[src/rtl/gda_pkg.sv]
// ----------------------------------------------------------------------------
// gda_pkg
// Shared constants, job type and calendar helpers for the date adder.
// ----------------------------------------------------------------------------
package gda_pkg;

    localparam int OFFSET_BITS = 11;
    localparam int DAY_W       = ((OFFSET_BITS > 6) ? OFFSET_BITS : 6) + 1;
    localparam int YEAR_W      = 14;
    localparam int MONTH_W     = 4;
    localparam int MDAY_W      = 5;
    localparam int STATUS_W    = 2;
    localparam int YMOD_W      = 9;
    localparam int QDEPTH      = 2;
    localparam int QIDX_W      = $clog2(QDEPTH);

    localparam logic [YEAR_W-1:0]   YEAR_MIN  = 14'd1;
    localparam logic [YEAR_W-1:0]   YEAR_MAX  = 14'd9999;
    localparam logic [YMOD_W-1:0]   YMOD_LAST = 9'd399;
    localparam logic [MONTH_W-1:0]  MONTH_JAN = 4'd1;
    localparam logic [MONTH_W-1:0]  MONTH_FEB = 4'd2;
    localparam logic [MONTH_W-1:0]  MONTH_DEC = 4'd12;

    // floor(y / 400) = (y * RECIP_400) >> RECIP_SHIFT for any 14-bit y
    localparam logic [15:0] RECIP_400   = 16'd41944;
    localparam int          RECIP_SHIFT = 24;
    localparam int          PROD_W      = YEAR_W + 16;

    localparam logic [STATUS_W-1:0] ST_OK       = 2'd0;
    localparam logic [STATUS_W-1:0] ST_BAD_DATE = 2'd1;
    localparam logic [STATUS_W-1:0] ST_RANGE    = 2'd2;

    typedef struct packed {
        logic                      bad;
        logic [YEAR_W-1:0]         year;
        logic [YMOD_W-1:0]         ymod;
        logic [MONTH_W-1:0]        month;
        logic signed [DAY_W-1:0]   day;
    } t_job;

    // ymod is year mod 400
    function automatic logic f_is_leap(input logic [YMOD_W-1:0] ymod);
        f_is_leap = (ymod[1:0] == 2'd0) && (ymod != 9'd100) &&
                    (ymod != 9'd200) && (ymod != 9'd300);
    endfunction

    function automatic logic [MDAY_W-1:0] f_month_len(input logic leap,
                                                      input logic [MONTH_W-1:0] m);
        case (m) inside
            MONTH_FEB:               f_month_len = leap ? 5'd29 : 5'd28;
            4'd4, 4'd6, 4'd9, 4'd11: f_month_len = 5'd30;
            default:                 f_month_len = 5'd31;
        endcase
    endfunction

endpackage

[src/rtl/gda_front.sv]
// ----------------------------------------------------------------------------
// gda_front
// Accepts a date beat, reduces the year mod 400, checks the date and
// forms the starting day sum for the walker.
// ----------------------------------------------------------------------------
module gda_front (
    input  logic                                i_clk,
    input  logic                                i_rst_n,
    input  logic                                i_valid,
    output logic                                o_stall,
    input  logic [gda_pkg::YEAR_W-1:0]          i_year,
    input  logic [gda_pkg::MONTH_W-1:0]         i_month,
    input  logic [gda_pkg::MDAY_W-1:0]          i_day,
    input  logic signed [gda_pkg::OFFSET_BITS-1:0] i_offset,
    output logic                                o_push,
    output gda_pkg::t_job                       o_job,
    input  logic                                i_full
);
    import gda_pkg::*;

    logic                          r_vld;
    logic [YEAR_W-1:0]             r_year;
    logic [MONTH_W-1:0]            r_month;
    logic [MDAY_W-1:0]             r_day;
    logic signed [OFFSET_BITS-1:0] r_offset;
    logic [PROD_W-1:0]             r_prod;

    logic                          take;
    logic [5:0]                    quot;
    logic [YEAR_W-1:0]             rem;
    logic                          leap;
    logic [MDAY_W-1:0]             mlen;
    logic                          ok;

    assign o_push  = r_vld && !i_full;
    assign o_stall = r_vld && i_full;
    assign take    = i_valid && !o_stall;

    always_ff @(posedge i_clk) begin
        if (!i_rst_n) begin
            r_vld <= 1'b0;
        end else if (take) begin
            r_vld <= 1'b1;
        end else if (o_push) begin
            r_vld <= 1'b0;
        end
    end

    always_ff @(posedge i_clk) begin
        if (take) begin
            r_year   <= i_year;
            r_month  <= i_month;
            r_day    <= i_day;
            r_offset <= i_offset;
            r_prod   <= {16'd0, i_year} * {{YEAR_W{1'b0}}, RECIP_400};
        end
    end

    always_comb begin
        quot = r_prod[RECIP_SHIFT +: 6];
        rem  = r_year - ({{(YEAR_W-6){1'b0}}, quot} * 14'd400);
        leap = f_is_leap(rem[YMOD_W-1:0]);
        mlen = f_month_len(leap, r_month);
        ok   = (r_year >= YEAR_MIN) && (r_year <= YEAR_MAX) &&
               (r_month >= MONTH_JAN) && (r_month <= MONTH_DEC) &&
               (r_day != 5'd0) && (r_day <= mlen);
        o_job.bad   = !ok;
        o_job.year  = r_year;
        o_job.ymod  = rem[YMOD_W-1:0];
        o_job.month = r_month;
        o_job.day   = $signed({{(DAY_W-MDAY_W){1'b0}}, r_day}) +
                      $signed({{(DAY_W-OFFSET_BITS){r_offset[OFFSET_BITS-1]}}, r_offset});
    end

endmodule

[src/rtl/gda_queue.sv]
// ----------------------------------------------------------------------------
// gda_queue
// Short job queue between the checking front and the month walker.
// ----------------------------------------------------------------------------
module gda_queue (
    input  logic          i_clk,
    input  logic          i_rst_n,
    input  logic          i_push,
    input  gda_pkg::t_job i_job,
    output logic          o_full,
    input  logic          i_pop,
    output gda_pkg::t_job o_job,
    output logic          o_empty
);
    import gda_pkg::*;

    t_job              r_mem [QDEPTH];
    logic [QIDX_W-1:0] r_wr;
    logic [QIDX_W-1:0] r_rd;
    logic [QIDX_W:0]   r_cnt;

    assign o_full  = (r_cnt == QDEPTH[QIDX_W:0]);
    assign o_empty = (r_cnt == '0);
    assign o_job   = r_mem[r_rd];

    always_ff @(posedge i_clk) begin
        if (!i_rst_n) begin
            r_wr  <= '0;
            r_rd  <= '0;
            r_cnt <= '0;
        end else begin
            if (i_push) begin
                r_wr <= r_wr + 1'b1;
            end
            if (i_pop) begin
                r_rd <= r_rd + 1'b1;
            end
            case ({i_push, i_pop})
                2'b10:   r_cnt <= r_cnt + 1'b1;
                2'b01:   r_cnt <= r_cnt - 1'b1;
                default: r_cnt <= r_cnt;
            endcase
        end
    end

    always_ff @(posedge i_clk) begin
        if (i_push) begin
            r_mem[r_wr] <= i_job;
        end
    end

endmodule

[src/rtl/gda_back.sv]
// ----------------------------------------------------------------------------
// gda_back
// Month walker: moves one month per cycle until the day fits, then
// holds the result beat in an output register.
// ----------------------------------------------------------------------------
module gda_back (
    input  logic                          i_clk,
    input  logic                          i_rst_n,
    input  gda_pkg::t_job                 i_job,
    input  logic                          i_empty,
    output logic                          o_pop,
    output logic                          o_valid,
    input  logic                          i_stall,
    output logic [gda_pkg::YEAR_W-1:0]    o_year,
    output logic [gda_pkg::MONTH_W-1:0]   o_month,
    output logic [gda_pkg::MDAY_W-1:0]    o_day,
    output logic [gda_pkg::STATUS_W-1:0]  o_status
);
    import gda_pkg::*;

    logic                 r_busy;
    t_job                 r_job;
    logic                 r_o_vld;
    logic [YEAR_W-1:0]    r_o_year;
    logic [MONTH_W-1:0]   r_o_month;
    logic [MDAY_W-1:0]    r_o_day;
    logic [STATUS_W-1:0]  r_o_status;

    t_job                 n_job;
    logic                 done;
    logic [STATUS_W-1:0]  fin_status;
    logic                 leap;
    logic [MDAY_W-1:0]    cur_len;
    logic [MDAY_W-1:0]    prev_len;
    logic signed [DAY_W-1:0] cur_len_s;
    logic                 out_free;
    logic                 finish;

    assign out_free = !r_o_vld || !i_stall;
    assign o_pop    = !r_busy && !i_empty;
    assign finish   = r_busy && done && out_free;

    always_comb begin
        leap      = f_is_leap(r_job.ymod);
        cur_len   = f_month_len(leap, r_job.month);
        prev_len  = (r_job.month == MONTH_JAN) ? 5'd31 :
                    f_month_len(leap, r_job.month - 1'b1);
        cur_len_s = $signed({{(DAY_W-MDAY_W){1'b0}}, cur_len});
        n_job      = r_job;
        done       = 1'b0;
        fin_status = ST_OK;
        if (r_job.bad) begin
            done       = 1'b1;
            fin_status = ST_BAD_DATE;
        end else if (r_job.day > cur_len_s) begin
            n_job.day = r_job.day - cur_len_s;
            if (r_job.month == MONTH_DEC) begin
                if (r_job.year == YEAR_MAX) begin
                    done       = 1'b1;
                    fin_status = ST_RANGE;
                end
                n_job.month = MONTH_JAN;
                n_job.year  = r_job.year + 1'b1;
                n_job.ymod  = (r_job.ymod == YMOD_LAST) ? '0 : r_job.ymod + 1'b1;
            end else begin
                n_job.month = r_job.month + 1'b1;
            end
        end else if (r_job.day < $signed({{(DAY_W-1){1'b0}}, 1'b1})) begin
            n_job.day = r_job.day + $signed({{(DAY_W-MDAY_W){1'b0}}, prev_len});
            if (r_job.month == MONTH_JAN) begin
                if (r_job.year == YEAR_MIN) begin
                    done       = 1'b1;
                    fin_status = ST_RANGE;
                end
                n_job.month = MONTH_DEC;
                n_job.year  = r_job.year - 1'b1;
                n_job.ymod  = (r_job.ymod == '0) ? YMOD_LAST : r_job.ymod - 1'b1;
            end else begin
                n_job.month = r_job.month - 1'b1;
            end
        end else begin
            done = 1'b1;
        end
    end

    always_ff @(posedge i_clk) begin
        if (!i_rst_n) begin
            r_busy  <= 1'b0;
            r_o_vld <= 1'b0;
        end else begin
            if (o_pop) begin
                r_busy <= 1'b1;
            end else if (finish) begin
                r_busy <= 1'b0;
            end
            if (finish) begin
                r_o_vld <= 1'b1;
            end else if (!i_stall) begin
                r_o_vld <= 1'b0;
            end
        end
    end

    always_ff @(posedge i_clk) begin
        if (o_pop) begin
            r_job <= i_job;
        end else if (r_busy && !done) begin
            r_job <= n_job;
        end
        if (finish) begin
            r_o_status <= fin_status;
            if (fin_status == ST_OK) begin
                r_o_year  <= r_job.year;
                r_o_month <= r_job.month;
                r_o_day   <= r_job.day[MDAY_W-1:0];
            end else begin
                r_o_year  <= '0;
                r_o_month <= '0;
                r_o_day   <= '0;
            end
        end
    end

    assign o_valid  = r_o_vld;
    assign o_year   = r_o_year;
    assign o_month  = r_o_month;
    assign o_day    = r_o_day;
    assign o_status = r_o_status;

endmodule

[src/rtl/gregorian_date_adder.sv]
// ----------------------------------------------------------------------------
// gregorian_date_adder
// Adds a signed day offset to a Gregorian date, one result beat per date.
//
// Input channel: i_in_valid / o_in_stall with year, month, day and offset.
// Output channel: o_out_valid / i_out_stall with the new date and status
// (0 ok, 1 invalid start date, 2 result year out of range; fields 0 when
// status is not ok). A beat moves when valid is high and stall is low.
// Path: the front registers the beat (year mod 400 by reciprocal multiply
// and date check), the queue holds it, the walker steps one month per
// cycle for each month crossed and then finishes into the output register.
// The walker takes the next date only after the last one is finished,
// so dates that cross many months slow the flow. The front keeps
// accepting into a two-entry queue.
// A stalled output beat holds; the walker then waits and the queue and
// front fill, raising o_in_stall. Synchronous active-low reset empties
// the front, queue and walker and drops o_out_valid.
// ----------------------------------------------------------------------------
module gregorian_date_adder (
    input  logic                                    i_clk,
    input  logic                                    i_rst_n,
    input  logic                                    i_in_valid,
    output logic                                    o_in_stall,
    input  logic [gda_pkg::YEAR_W-1:0]              i_start_year,
    input  logic [gda_pkg::MONTH_W-1:0]             i_start_month,
    input  logic [gda_pkg::MDAY_W-1:0]              i_start_day,
    input  logic signed [gda_pkg::OFFSET_BITS-1:0]  i_day_offset,
    output logic                                    o_out_valid,
    input  logic                                    i_out_stall,
    output logic [gda_pkg::YEAR_W-1:0]              o_result_year,
    output logic [gda_pkg::MONTH_W-1:0]             o_result_month,
    output logic [gda_pkg::MDAY_W-1:0]              o_result_day,
    output logic [gda_pkg::STATUS_W-1:0]            o_status
);
    import gda_pkg::*;

    logic push;
    logic full;
    logic pop;
    logic empty;
    t_job front_job;
    t_job queue_job;

    gda_front u_front (
        .i_clk    (i_clk),
        .i_rst_n  (i_rst_n),
        .i_valid  (i_in_valid),
        .o_stall  (o_in_stall),
        .i_year   (i_start_year),
        .i_month  (i_start_month),
        .i_day    (i_start_day),
        .i_offset (i_day_offset),
        .o_push   (push),
        .o_job    (front_job),
        .i_full   (full)
    );

    gda_queue u_queue (
        .i_clk   (i_clk),
        .i_rst_n (i_rst_n),
        .i_push  (push),
        .i_job   (front_job),
        .o_full  (full),
        .i_pop   (pop),
        .o_job   (queue_job),
        .o_empty (empty)
    );

    gda_back u_back (
        .i_clk    (i_clk),
        .i_rst_n  (i_rst_n),
        .i_job    (queue_job),
        .i_empty  (empty),
        .o_pop    (pop),
        .o_valid  (o_out_valid),
        .i_stall  (i_out_stall),
        .o_year   (o_result_year),
        .o_month  (o_result_month),
        .o_day    (o_result_day),
        .o_status (o_status)
    );

`ifndef SYNTHESIS
    a_no_overflow: assert property (@(posedge i_clk) disable iff (!i_rst_n)
        !(push && full && !pop))
        else $error("job queue written while full");

    a_ok_fields: assert property (@(posedge i_clk) disable iff (!i_rst_n)
        (o_out_valid && o_status == ST_OK) |->
        (o_result_month >= MONTH_JAN && o_result_month <= MONTH_DEC &&
         o_result_day != 5'd0 && o_result_year >= YEAR_MIN &&
         o_result_year <= YEAR_MAX))
        else $error("ok result outside calendar range");

    a_err_fields: assert property (@(posedge i_clk) disable iff (!i_rst_n)
        (o_out_valid && o_status != ST_OK) |->
        (o_result_year == '0 && o_result_month == '0 && o_result_day == '0))
        else $error("error result with non-zero date fields");
`endif

endmodule

[config.mk]
export PLATFORM = sky130hd
export DESIGN_NAME = gregorian_date_adder
export DESIGN_NICKNAME = d
export VERILOG_FILES = /design/src/rtl/gda_pkg.sv /design/src/rtl/gda_front.sv /design/src/rtl/gda_queue.sv /design/src/rtl/gda_back.sv /design/src/rtl/gregorian_date_adder.sv
export SDC_FILE = /design/constraint.sdc
export NUM_CORES = 1
export LEC_CHECK = 0
export BUFFER_PORTS_ARGS = -buffer_cell sky130_fd_sc_hd__buf_4
export CAP_MARGIN = 5
export CORE_MARGIN = 3
export CORE_UTILIZATION = 41
export CTS_BUF_LIST = sky130_fd_sc_hd__clkbuf_8
export CTS_CLUSTER_DIAMETER = 120
export DETAILED_ROUTE_END_ITERATION = 16
export GPL_ROUTABILITY_DRIVEN = 0
export PLACE_DENSITY_LB_ADDON = 0.05
export SLEW_MARGIN = 5
export SYNTH_ARGS = -nofsm -noshare
export SYNTH_HDL_FRONTEND = slang
export SYNTH_HIERARCHICAL = 1
export SYNTH_SLANG_ARGS = --single-unit
[constraint.sdc]
create_clock -name i_clk -period 4.4 [get_ports i_clk]
set_clock_uncertainty 0.1 [all_clocks]
set_input_delay 0.66 -clock i_clk [delete_from_list [all_inputs] [get_ports i_clk]]
set_output_delay 0.66 -clock i_clk [all_outputs]
set_load 0.01 [all_outputs]
==> impl_summary.txt, run 1 <==
----------------------------------------------------
[Run status]
  Result of the run ... completed

[Power]
  Cell leakage power ... 6.262 nW
  Max VDD drop ... between 0.0003 and 0.0004 V
  Power, Total ... 0.01002 W
  P per Cell Area ... between 600 and 700 nW/um^2

[Setup path]
  Maximum fanout count along the critical path ... 7
  Type of origin of the critical path ... input pin
  Data arrival time at the worst-slack endpoint ... about 4.5 ns
  Critical path capture point type ... flop
  Required time of the critical path ... 4.57 ns
  Type of the setup path with the least slack ... input pin to flop

[Synthesis]
  Post-synthesis average cell area ... between 10 and 15 sq um
  Library cell with the highest instance count after synthesis ... sky130_fd_sc_hd__edfxtp_1
  Post-Syn Area ... ~13000 sq um
  Count of yosys warnings during synthesis ... 6
  Synth Register Bits ... 192
  Most area-hungry cell type in the Yosys netlist ... sky130_fd_sc_hd__edfxtp_1
  Number of standard cells after synthesis ... 1130
  Post-synth cell types ... 82
  Most common library cells after synthesis ... sky130_fd_sc_hd__edfxtp_1, sky130_fd_sc_hd__inv_1, sky130_fd_sc_hd__ha_1
  Number of enable-type register cells in the synthesized netlist ... approximately 180
  Top area cells in the synthesized netlist ... sky130_fd_sc_hd__edfxtp_1, sky130_fd_sc_hd__ha_1, sky130_fd_sc_hd__fa_1, sky130_fd_sc_hd__inv_1, sky130_fd_sc_hd__mux2_2
  Net count after synthesis ... between 1000 and 1500
  Sequential-to-total area share from yosys stat ... 43.60%
  Share of the synthesized area in the top cell type ... a little over two fifths
  Primary FF master, synth ... sky130_fd_sc_hd__edfxtp_1
  Fraction of registers with async set/reset ... 0%

[STA]
  Tcrit/Tclk final ... 97.94%
  Post-route minimum period ... around 4.3 ns
  Number of hold violations in the final report ... 0
  RSZ-0062 raised after global routing ... yes
  Fmax ... around 0.23 GHz
  Slew at the pin closest to its max-slew limit ... roughly 1.0 ns
  Fin worst setup slack ... 0.09085 ns
  Setup violations, final ... 0
  Final Max Slew Viols ... 0
  Max_slew headroom ... a little under a third

[Hold path]
  Worst min path class ... input pin to flop

[CTS]
  Clock slew seen by the registers of the worst setup and hold paths ... 0.13 ns
  # hold bufs at CTS ... 0
  Clock tree from TritonCTS ... yes
  Clock root cell ... sky130_fd_sc_hd__clkbuf_8
  Insertion delay to the later sink of the worst-skew pair ... 0.50 ns
  Number of buffers added by the clock tree synthesis step ... 17
  CTS sink cnt ... ~190
  Number of H-tree levels ... 4
  Max clock buf depth ... 2

[GRT]
  All-Layer GR Usage ... 17.80%
  Antenna violations before repair ... 0
  Number of global-route vias before repair ... about 8600
  GR Overflow Total ... 0
  Maximum number of pins on one net before global-route repair ... 41
  Global-route wire length before repair ... 46850 um

[Die]
  Chip height ... between 150 and 200 um
  Number of placement rows ... 64
  I/O pin cnt ... 65
  Effective utilization at floorplan ... approximately 42%
  Full die area ... 33980 sq um
  Width of the die ... between 150 and 200 um
  Standard cell core area ... 30990 sq um

[Layout]
  Number of fillers in the final layout ... around 2900
  Share of layout cells above drive strength 1 ... around 22%
  Number of nets at the end of the flow ... 1485
  Final non-filler cell area ... 15120 sq um
  Post-route insts no fill ... between 1500 and 2000
  Area growth from synthesis to final layout ... 15.97%
  Diodes inserted ... 0

[Place]
  Placement Cell Area ... roughly 15000 sq um
  Post-placement cell count ... approximately 1600
  IO Port Bufs ... between 60 and 70
  Post-Place Worst Slack ... -0.4998 ns
  Half-perimeter wire length after detailed placement ... ~23000 um

[Drt]
  Number of remaining DRC errors ... 0
  Number of vias per cell after detailed routing ... around 5.2
  Total via count after detailed routing ... approximately 8600
  Sum of routed wire length over all layers ... approximately 29000 um
  DR pass1 iterations ... 5
  Remaining antenna violation count ... 0
  Detailed-route wire length per cell ... 17.59 um
  Initial DRC count ... approximately 390

[Flow run]
  Maximum Capacitance Violations ... 0

----------------------------------------------------
==> power by group <==
| group | leakage [nW] | total, W | switching [W] | internal [W] |
|---|---|---|---|---|
| Clock | 0.191 | 0.00116 | 0.000695 | 0.000465 |
| Sequential | 1.79 | 0.00315 | 0.000433 | 0.00272 |
| Combinational | 4.28 | 0.00570 | 0.00309 | 0.00261 |
| Total | 6.26 | 0.0100 | 0.00422 | 0.00580 |
==> logic make-up after synthesis <==
group,count (synthesis),share of synthesized area [%]
buffers and inverters,200,6.255
and+or+nand+nor,273,11.28
AOI/OAI and AO/OA,170,8.664
muxes,47,4.001
xor gates and xnor gates,57,4.078
DFF,192,43.60
adders and majority gates,191,22.12
==> flip-flops by register name (all words and copies together), names as in the netlist, named ones only <==
register	count
u_queue/r_mem	80
u_back/r_job	39
u_back/o_year	14
u_front/r_year	14
u_front/r_offset	11
u_back/o_day	5
u_front/r_day	5
u_front/r_prod	5
u_back/o_month	4
u_front/r_month	4
u_back/o_status	2
u_queue/r_cnt	2
u_back/n_job	1
u_back/o_valid	1
u_back/r_busy	1
u_front/r_vld	1
u_queue/r_rd	1
u_queue/r_wr	1
==> area by class of cell <==
| type | instances | area, sq um | area share [%] |
|---|---|---|---|
| clock buffers | 17 | 234.0 | 1.547 |
| clock inverters | 15 | 147.6 | 0.9762 |
| inverters | 156 | 589.3 | 3.896 |
| multi-input cells | 738 | 6809 | 45.02 |
| flip-flops and latches | 192 | 5687 | 37.60 |
| well taps | 396 | 495.5 | 3.276 |
| repair buffers | 151 | 1162 | 7.685 |
==> stage by stage <==
step | TNS (ns) | utilization, % | hold slack, ns
2_1_floorplan | -0.2268 | - | 0.3662
3_3_place_gp | -1.981 | 47.16 | 0.3952
3_5_place_dp | -2.196 | 47.16 | 0.3920
4_1_cts | 0 | 48.39 | 0.1948
5_1_grt | -0.1442 | 48.80 | 0.1903
6_report | 0 | 48.80 | 0.2398
==> per-layer routing <==
layer | GRT usage [%] | up-vias | part of all wire, %
met2 | 29.08 | 132 | 47
li1 | - | 4257 | -
met3 | 2.724 | 31 | 2.4
met4 | 5.201 | 0 | 2.1
met1 | 24.69 | 4193 | 48
met5 | 0 | - | 0
==> what timing repair did <==
action	4_1_cts	5_1_grt
buffers inserted	0	1
endpoints found under the setup margin	0	30
gates resized for setup	0	22
==> cell usage in the layout, fill, tap and decap left out, drive strengths merged, types with 5 or more instances in the layout <==
cell type	synthesis	final
a21o	8	8
a21oi	38	38
a31oi	8	8
and2	32	32
and3	10	10
buf	25	151
clkbuf	19	17
dfxtp	8	8
edfxtp	184	184
fa	66	66
ha	125	125
inv	155	163
mux2	41	41
mux2i	6	6
nand2	63	63
nand3	28	28
nand4	18	18
nor2	48	48
nor2b	9	9
nor3	17	17
nor4	12	12
o211ai	8	8
o21a	10	10
o21ai	40	40
o31ai	5	5
or3	6	6
xnor2	36	36
xor2	20	20
==> path summary, 6_finish.rpt <==
kind	startpoint	end	slack, ns	cells past startpoint
worst min register to register	u_back/o_valid	u_back/o_valid	0.40	2
worst max register to register	u_back/r_job[19]	u_back/r_job[38]	0.24	15
worst max-delay path	i_start_year[10]	u_front/r_prod[25]	0.09	15
worst min-delay path	i_day_offset[9]	u_front/r_offset[9]	0.24	1
==> worst max-delay path, cell delays in order <==
cell	delay [ns]
sky130_fd_sc_hd__buf_4	0.16
sky130_fd_sc_hd__ha_4	0.28
sky130_fd_sc_hd__fa_1	0.45
sky130_fd_sc_hd__fa_1	0.52
sky130_fd_sc_hd__inv_1	0.05
sky130_fd_sc_hd__fa_1	0.46
sky130_fd_sc_hd__fa_1	0.49
sky130_fd_sc_hd__inv_1	0.04
sky130_fd_sc_hd__ha_1	0.30
sky130_fd_sc_hd__and2_4	0.18
sky130_fd_sc_hd__a22oi_1	0.15
sky130_fd_sc_hd__o21ai_1	0.12
sky130_fd_sc_hd__nor4_2	0.31
sky130_fd_sc_hd__o41ai_2	0.13
sky130_fd_sc_hd__xor2_1	0.16
(Power assumes the default switching activity.)
==> run 2, diff against run 1 <==
--- a/config.mk
+++ b/config.mk
@@ -5,8 +5,8 @@
 export SDC_FILE = /design/constraint.sdc
 export NUM_CORES = 1
 export LEC_CHECK = 0
+export ABC_AREA = 1
 export BUFFER_PORTS_ARGS = -buffer_cell sky130_fd_sc_hd__buf_4
-export CAP_MARGIN = 5
 export CORE_MARGIN = 3
 export CORE_UTILIZATION = 41
 export CTS_BUF_LIST = sky130_fd_sc_hd__clkbuf_8
@@ -14,7 +14,6 @@
 export DETAILED_ROUTE_END_ITERATION = 16
 export GPL_ROUTABILITY_DRIVEN = 0
 export PLACE_DENSITY_LB_ADDON = 0.05
-export SLEW_MARGIN = 5
 export SYNTH_ARGS = -nofsm -noshare
 export SYNTH_HDL_FRONTEND = slang
 export SYNTH_HIERARCHICAL = 1
==> run 2 against run 1 <==
Fmax grew 1.9%. Combinational power up 0.9%. Worst setup slack gained 0.080 ns. First-iteration DRC count rose by 44%. Clock power hardly changed. Critical path depth grew 1. Via count is 14% higher. Highest routed layer unchanged.
==> impl_summary.txt, run 2 <==
----------------------------------------------------
[Die]
  Width of the die ... roughly 190 um
  Chip height ... approximately 190 um
  Full die area ... approximately 36000 sq um
  Effective utilization at floorplan ... between 40% and 50%
  Standard cell core area ... 32950 sq um
  I/O pin cnt ... 65
  Number of placement rows ... 66

[Drt]
  Metal-1 WL ... around 15000 um
  Uppermost layer routed ... met4
  Number of vias per cell after detailed routing ... approximately 4.8
  Sum of routed wire length over all layers ... 30390 um
  Detailed-route wire length per cell ... about 15 um
  Routed length on met3 ... 957 um
  Initial DRC count ... ~550
  Total via count after detailed routing ... 9795
  DR pass1 iterations ... 5
  Routed wl met2 ... 13910 um
  Remaining antenna violation count ... 0
  Number of remaining DRC errors ... 0

[Layout]
  Largest registers ... u_queue/r_mem: 80 flops, u_back/r_job: 39 flops
  Most common cell after layout, fill and taps aside ... sky130_fd_sc_hd__nand2_1
  Final non-filler cell area ... between 15000 and 20000 sq um
  Multi-input logic area ... 7052 sq um
  Highest-count cells in the layout ignoring fill and taps ... sky130_fd_sc_hd__nand2_1, sky130_fd_sc_hd__inv_1, sky130_fd_sc_hd__edfxtp_1, sky130_fd_sc_hd__nor2_1, sky130_fd_sc_hd__buf_4
  Diodes inserted ... 0
  Flip-flop count of the largest register after layout ... 80
  Post-route insts no fill ... ~2000
  Number of fillers in the final layout ... between 3000 and 4000
  Final core utilization ... between 40% and 50%
  Number of nets at the end of the flow ... approximately 1800
  Area growth from synthesis to final layout ... 12.25%
  Share of layout cells above drive strength 1 ... between 15 and 20%
  Total area of sequential cells ... between 5000 and 6000 sq um
  Top reg by flops ... u_queue/r_mem

[GRT]
  GR Overflow Total ... 0
  Maximum number of pins on one net before global-route repair ... between 40 and 50
  Number of global-route vias before repair ... 9639
  Antenna violations before repair ... 0
  Global-route wire length before repair ... approximately 50000 um
  All-Layer GR Usage ... between 10% and 20%

[Synthesis]
  Share of the synthesized area in the top cell type ... between 30% and 40%
  Number of enable-type register cells in the synthesized netlist ... 184
  Post-synth cell types ... 51
  Number of standard cells after synthesis ... around 1500
  Largest family of logic cells by synthesized area ... adder cells
  Most common library cells after synthesis ... sky130_fd_sc_hd__nand2_1, sky130_fd_sc_hd__inv_1, sky130_fd_sc_hd__edfxtp_1
  Synth Area in Compound Gates ... approximately 4.9%
  Fraction of registers with async set/reset ... 0%
  Simple-gate area share of the yosys netlist ... between 10% and 20%
  Adder-cell share of the synthesized area ... 20.79%
  Top area cells in the synthesized netlist ... sky130_fd_sc_hd__edfxtp_1, sky130_fd_sc_hd__ha_1, sky130_fd_sc_hd__fa_1, sky130_fd_sc_hd__nand2_1, sky130_fd_sc_hd__inv_1
  Synth Register Bits ... 192
  Most area-hungry cell type in the Yosys netlist ... sky130_fd_sc_hd__edfxtp_1
  Count of yosys warnings during synthesis ... 6
  Post-synthesis average cell area ... around 9.4 sq um
  Library cell with the highest instance count after synthesis ... sky130_fd_sc_hd__nand2_1
  Sequential-to-total area share from yosys stat ... 40.96%
  Share of cell area taken by muxes after synthesis ... under 10%
  Post-Syn Area ... roughly 14000 sq um
  Primary FF master, synth ... sky130_fd_sc_hd__edfxtp_1
  XOR/XNOR Fraction of Synth Area ... 3.471%
  Net count after synthesis ... 1700

[CTS]
  Clock tree from TritonCTS ... yes
  Insertion delay to the later sink of the worst-skew pair ... between 0.4 and 0.5 ns
  Number of buffers added by the clock tree synthesis step ... 17
  Number of H-tree levels ... 4
  Count of cells resized by post-cts repair ... 0
  Setup Buffers After CTS ... 0
  # hold bufs at CTS ... 0
  Clock slew seen by the registers of the worst setup and hold paths ... 0.12 ns
  CTS sink cnt ... 192
  Clock root cell ... sky130_fd_sc_hd__clkbuf_8
  Max clock buf depth ... 2

[STA]
  Setup violations, final ... 0
  Max_slew headroom ... roughly 22%
  Post-route minimum period ... around 4.2 ns
  Worst hold-check slack ... 0.2428 ns
  Tcrit/Tclk final ... 96.12%
  Number of hold violations in the final report ... 0
  Fin worst setup slack ... 0.1707 ns
  Slew at the pin closest to its max-slew limit ... 1.174 ns
  Final Max Slew Viols ... 0
  RSZ-0062 raised after global routing ... no
  Fmax ... around 0.24 GHz

[Power]
  Internal power of the cells ... approximately 0.0054 W
  Clock network fraction of design power ... about 11%
  Net switching share of the total power ... 46.94%
  P per Cell Area ... 647.2 nW/um^2
  Flop pwr share ... between 30% and 40%
  Max VDD drop ... 0.0002471 V
  Net switching power ... 0.004733 W
  Share of total power in combinational logic ... 57.0%
  Cell leakage power ... 7.145 nW

[Setup path]
  Setup slack of the most critical reg-to-reg path ... 0.46 ns
  Data arrival time at the worst-slack endpoint ... 4.39 ns
  Critical path capture point type ... flop
  Maximum cell stage delay along the critical path ... ~0.53 ns
  Type of the setup path with the least slack ... input pin to flop
  Reg-to-reg endpoint ... u_back/o_year[0]
  Required time of the critical path ... ~4.6 ns
  CP Launch Point ... i_start_year[9]
  Type of origin of the critical path ... input pin
  Critical Path End ... u_front/r_prod[25]
  Cell breakdown of the critical path ... buf_4, fa_1, ha_1, inv_1, fa_1, inv_1, fa_1, inv_1, fa_1, inv_1, ha_1, nand2_1, nor3_2, nand4_1, nand3_1, xor2_1
  R2r startpoint ... u_back/r_job[20]
  Maximum fanout count along the critical path ... 5
  Number of cells on the worst reg-to-reg path ... 21
  Slowest stage cell, crit path ... sky130_fd_sc_hd__fa_1

[Place]
  IO Port Bufs ... between 60 and 70
  Placement Cell Area ... roughly 15000 sq um
  Post-Place Worst Slack ... -0.3459 ns
  Half-perimeter wire length after detailed placement ... 24020 um
  Post-placement cell count ... 2007

[Run status]
  Result of the run ... completed

[Flow run]
  Maximum Capacitance Violations ... 0

[Hold path]
  Worst min path class ... input pin to flop

----------------------------------------------------
-- run 2: cell count changes after synthesis, sizes merged, moves of 10 or more --
cell	before	now
nand3	28	80
and3	10	0
nor2	48	156
xnor2	36	5
nor4	12	2
and2	32	1
nand2	63	305
inv	155	252
xor2	20	50
-- run 2: cell families after synthesis --
kind of cell / count (synthesis)
compound gates: 116
xor+xnor: 55
fa+ha+maj: 191
buf+inv: 286
flops: 192
mux: 40
simple gates: 591
-- run 2: stage by stage --
step                setup TNS (ns)  total power, W
floorplan                        0        0.007425
global placement            -1.459        0.008986
detailed placement          -1.561        0.009017
CTS                              0         0.01020
global route                     0         0.01120
finish                           0         0.01008
-- run 2: per-layer routing --
layer,vias to the layer above,track usage (%)
met2,189,28.20
met3,24,2.469
li1,5027,-
met5,-,0
met1,4555,25.15
met4,0,3.924
-- run 2: area by class of cell --
class / count / area share [%]
Sequential cell: 192 / 36.50
Clock buffer: 17 / 1.502
Timing Repair Buffer: 127 / 6.120
Multi-Input combinational cell: 993 / 45.26
Clock inverter: 15 / 0.9316
Tap cell: 442 / 3.550
Inverter: 253 / 6.136
-- run 2: how the worst min path moves through the flow --
stage / from / to / slack, ns / cells past startpoint
after global routing: i_day_offset[1] / u_front/r_offset[1] / 0.20 / 1
final: i_day_offset[4] / u_front/r_offset[4] / 0.24 / 1
after global placement: u_queue/r_rd / flop / 0.37 / 2
after CTS: i_start_day[4] / u_front/r_day[4] / 0.20 / 1
after detailed placement: u_queue/r_rd / u_queue/r_rd / 0.39 / 2
after floorplan: u_back/n_job[39] / u_back/o_status[0] / 0.35 / 0
-- run 2: critical path: cells and delay by family --
family	cells	cell delay, ns
buf+inv	5	0.34
simple gates	4	0.68
xor+xnor	1	0.07
fa+ha+maj	6	2.63
-- run 2: power groups by stage --
| stage | clock (W) | combinational (W) | sequential, W |
|---|---|---|---|
| 6_report | 0.00113 | 0.00575 | 0.00320 |
| 5_1_grt | 0.00125 | 0.00669 | 0.00327 |
| 4_1_cts | 0.00118 | 0.00581 | 0.00320 |
| 3_5_place_dp | 0 | 0.00577 | 0.00324 |
| 3_3_place_gp | 0 | 0.00574 | 0.00324 |
| 2_1_floorplan | 0 | 0.00438 | 0.00305 |
==> run 3, diff against run 2 <==
--- a/config.mk
+++ b/config.mk
@@ -7,6 +7,8 @@
 export LEC_CHECK = 0
 export ABC_AREA = 1
 export BUFFER_PORTS_ARGS = -buffer_cell sky130_fd_sc_hd__buf_4
+export CELL_PAD_IN_SITES_DETAIL_PLACEMENT = 1
+export CELL_PAD_IN_SITES_GLOBAL_PLACEMENT = 1
 export CORE_MARGIN = 3
 export CORE_UTILIZATION = 41
 export CTS_BUF_LIST = sky130_fd_sc_hd__clkbuf_8
==> run 3 against run 2 <==
Non-clock buffer count increased by 9. Flip-flop and latch count unchanged. Global-route usage increased by 3.5 points. Wire length increased by 21%. Sequential power about the same. Combinational power increased by 11%. Largest cell class unchanged. Largest power group unchanged.
==> impl_summary.txt, run 3 (same netlist as run 2, synthesis figures left out) <==
----------------------------------------------------
[Die]
  I/O pin cnt ... 65
  Full die area ... 36100 sq um
  Number of placement rows ... between 60 and 70
  Standard cell core area ... about 33000 sq um
  Width of the die ... between 150 and 200 um
  Effective utilization at floorplan ... between 40% and 50%
  Chip height ... 190.0 um

[Setup path]
  Number of cells on the worst reg-to-reg path ... 20
  CP Launch Point ... i_start_year[9]
  Cell breakdown of the critical path ... buf_4, buf_4, ha_1, fa_1, fa_1, inv_1, fa_1, fa_1, inv_1, ha_4, nand2_1, o21ai_0, buf_4, nand2_1, nand2_1, nand2_1, nand4_1, nand2_1
  Cell count along the critical path ... 18
  Type of origin of the critical path ... input pin
  Required time of the critical path ... ~4.6 ns
  Most used cell along the critical path ... sky130_fd_sc_hd__nand2_1
  Data arrival time at the worst-slack endpoint ... 4.40 ns
  Critical path capture point type ... flop
  Type of the setup path with the least slack ... input pin to flop
  R2r startpoint ... u_back/r_job[20]
  Buf+Inv Stages, Crit Path ... 5
  Slowest stage cell, crit path ... sky130_fd_sc_hd__fa_1
  Maximum cell stage delay along the critical path ... around 0.54 ns
  Maximum fanout count along the critical path ... 4
  Critical path's top delay family ... adder cells

[Layout]
  Total area of sequential cells ... between 5000 and 6000 sq um
  Number of nets at the end of the flow ... ~1800
  Largest registers ... u_queue/r_mem: 80 flops, u_back/r_job: 39 flops
  Post-route insts no fill ... between 2000 and 2500
  Most common cell after layout, fill and taps aside ... sky130_fd_sc_hd__nand2_1
  Share of layout cells above drive strength 1 ... ~17%
  Number of fillers in the final layout ... 3820
  Flip-flop count of the largest register after layout ... 80
  Multi-input logic area ... 7141 sq um
  Top reg by flops ... u_queue/r_mem
  Highest-count cells in the layout ignoring fill and taps ... sky130_fd_sc_hd__nand2_1, sky130_fd_sc_hd__inv_1, sky130_fd_sc_hd__edfxtp_1, sky130_fd_sc_hd__nor2_1, sky130_fd_sc_hd__buf_4
  Area growth from synthesis to final layout ... 14.02%
  Diodes inserted ... 0

[Place]
  Post-placement cell count ... about 2000
  IO Port Bufs ... 64
  Half-perimeter wire length after detailed placement ... 29550 um

[CTS]
  Clock root cell ... sky130_fd_sc_hd__clkbuf_8
  Number of H-tree levels ... 4
  Clock tree from TritonCTS ... yes
  CTS sink cnt ... between 150 and 200
  Number of buffers added by the clock tree synthesis step ... 17
  Insertion delay to the later sink of the worst-skew pair ... ~0.50 ns
  # hold bufs at CTS ... 0
  Max clock buf depth ... 2
  Clock slew seen by the registers of the worst setup and hold paths ... ~0.13 ns

[Hold path]
  Hold path startpoint ... i_start_day[0]
  Worst min path class ... input pin to flop
  Worst hold path cell count ... 1

[Power]
  P per Cell Area ... 686.0 nW/um^2
  Power, Total ... between 0.01 and 0.015 W
  Max VDD drop ... roughly 0.00029 V
  Cell leakage power ... slightly above 7 nW

[Drt]
  Number of remaining DRC errors ... 0
  Number of vias per cell after detailed routing ... approximately 4.9
  Initial DRC count ... approximately 420
  Total via count after detailed routing ... 10090
  Detailed-route wire length per cell ... 17.95 um
  Remaining antenna violation count ... 0
  DR pass1 iterations ... 5
  Sum of routed wire length over all layers ... 36770 um

[GRT]
  Antenna violations before repair ... 0
  GR Overflow Total ... 0
  Maximum number of pins on one net before global-route repair ... 41
  Number of global-route vias before repair ... ~11000
  All-Layer GR Usage ... between 20% and 30%
  Global-route wire length before repair ... ~59000 um

[STA]
  Fmax ... ~0.24 GHz
  Post-route minimum period ... about 4.3 ns
  Number of hold violations in the final report ... 0
  Setup violations, final ... 0
  Final Max Slew Viols ... 0
  Slew at the pin closest to its max-slew limit ... ~1.1 ns
  Max_slew headroom ... 28.74%
  Tcrit/Tclk final ... around 97%
  Final total negative setup slack ... 0 ns

[Flow run]
  Maximum Capacitance Violations ... 0

[Run status]
  Result of the run ... completed

----------------------------------------------------
==> run 3: cell count changes in the layout (fill, tap and decap cells not counted), sizes merged <==
cell / change
clkinv: +3
buf: +9
inv: -1
clkinvlp: -2
==> run 3: metal layers <==
layer	GRT usage (%)	wire, um	up-vias
li1	-	-	5043
met1	26.40	16310	4924
met2	39.16	19370	104
met3	2.285	746	19
met4	3.924	342	0
met5	0	0	-
==> run 3: path summary, 6_finish.rpt <==
kind	slack, ns	endpoint
worst max-delay path	0.15	u_front/r_prod[27]
worst min-delay path	0.23	u_front/r_day[0]
worst max register to register	0.54	u_back/o_day[1]
worst min register to register	0.42	u_back/o_valid
==> run 3: worst register-to-register path: stages, from the launching register on <==
cell,delay (ns)
sky130_fd_sc_hd__edfxtp_1,0.48
sky130_fd_sc_hd__inv_1,0.23
sky130_fd_sc_hd__nand2_1,0.11
sky130_fd_sc_hd__inv_1,0.17
sky130_fd_sc_hd__nand3_1,0.09
sky130_fd_sc_hd__nand3_1,0.08
sky130_fd_sc_hd__o2111ai_1,0.11
sky130_fd_sc_hd__nand2_1,0.15
sky130_fd_sc_hd__a21oi_1,0.09
sky130_fd_sc_hd__ha_1,0.22
sky130_fd_sc_hd__fa_1,0.48
sky130_fd_sc_hd__nor2_2,0.19
sky130_fd_sc_hd__nand2_1,0.10
sky130_fd_sc_hd__nand2_2,0.08
sky130_fd_sc_hd__nand2_1,0.08
sky130_fd_sc_hd__nand2_2,0.09
sky130_fd_sc_hd__nand3_1,0.10
sky130_fd_sc_hd__nand3_1,0.14
sky130_fd_sc_hd__nand3_1,0.09
sky130_fd_sc_hd__inv_1,0.07
sky130_fd_sc_hd__buf_4,0.30
==> run 3: cell type report <==
cell class	instances	area share, %
inverter	253	6.040
multi-input combinational	993	45.12
tap	442	3.495
sequential	192	35.93
timing repair buffer	136	6.689
clock inverter	15	1.241
clock buffer	17	1.478
==> run 3: timing repair <==
action | CTS | global route
buffers inserted | 0 | 1
setup endpoints to repair | 0 | 4
resized for setup | 0 | 14
endpoints found under the hold margin | 0 | 0
==> run 3: per-stage QoR <==
step	worst slack (ns)	hold WS [ns]	util, %	cell area (sq um)
after floorplan	0.02911	0.3508	-	13900
after global placement	-0.4168	0.3777	46.43	15300
after detailed placement	-0.5048	0.3928	46.43	15300
after CTS	0.05501	0.1878	47.74	15730
after global routing	-0.02116	0.1831	48.03	15830
final	0.1495	0.2260	48.03	15830
==> run 3: where the power goes <==
group	leakage, nW	switching (W)	internal (W)	total, W
clock network	0.213	0.000788	0.000451	0.00124
logic	5.21	0.00392	0.00247	0.00639
registers	1.79	0.000484	0.00274	0.00323
total	7.22	0.00519	0.00567	0.0109
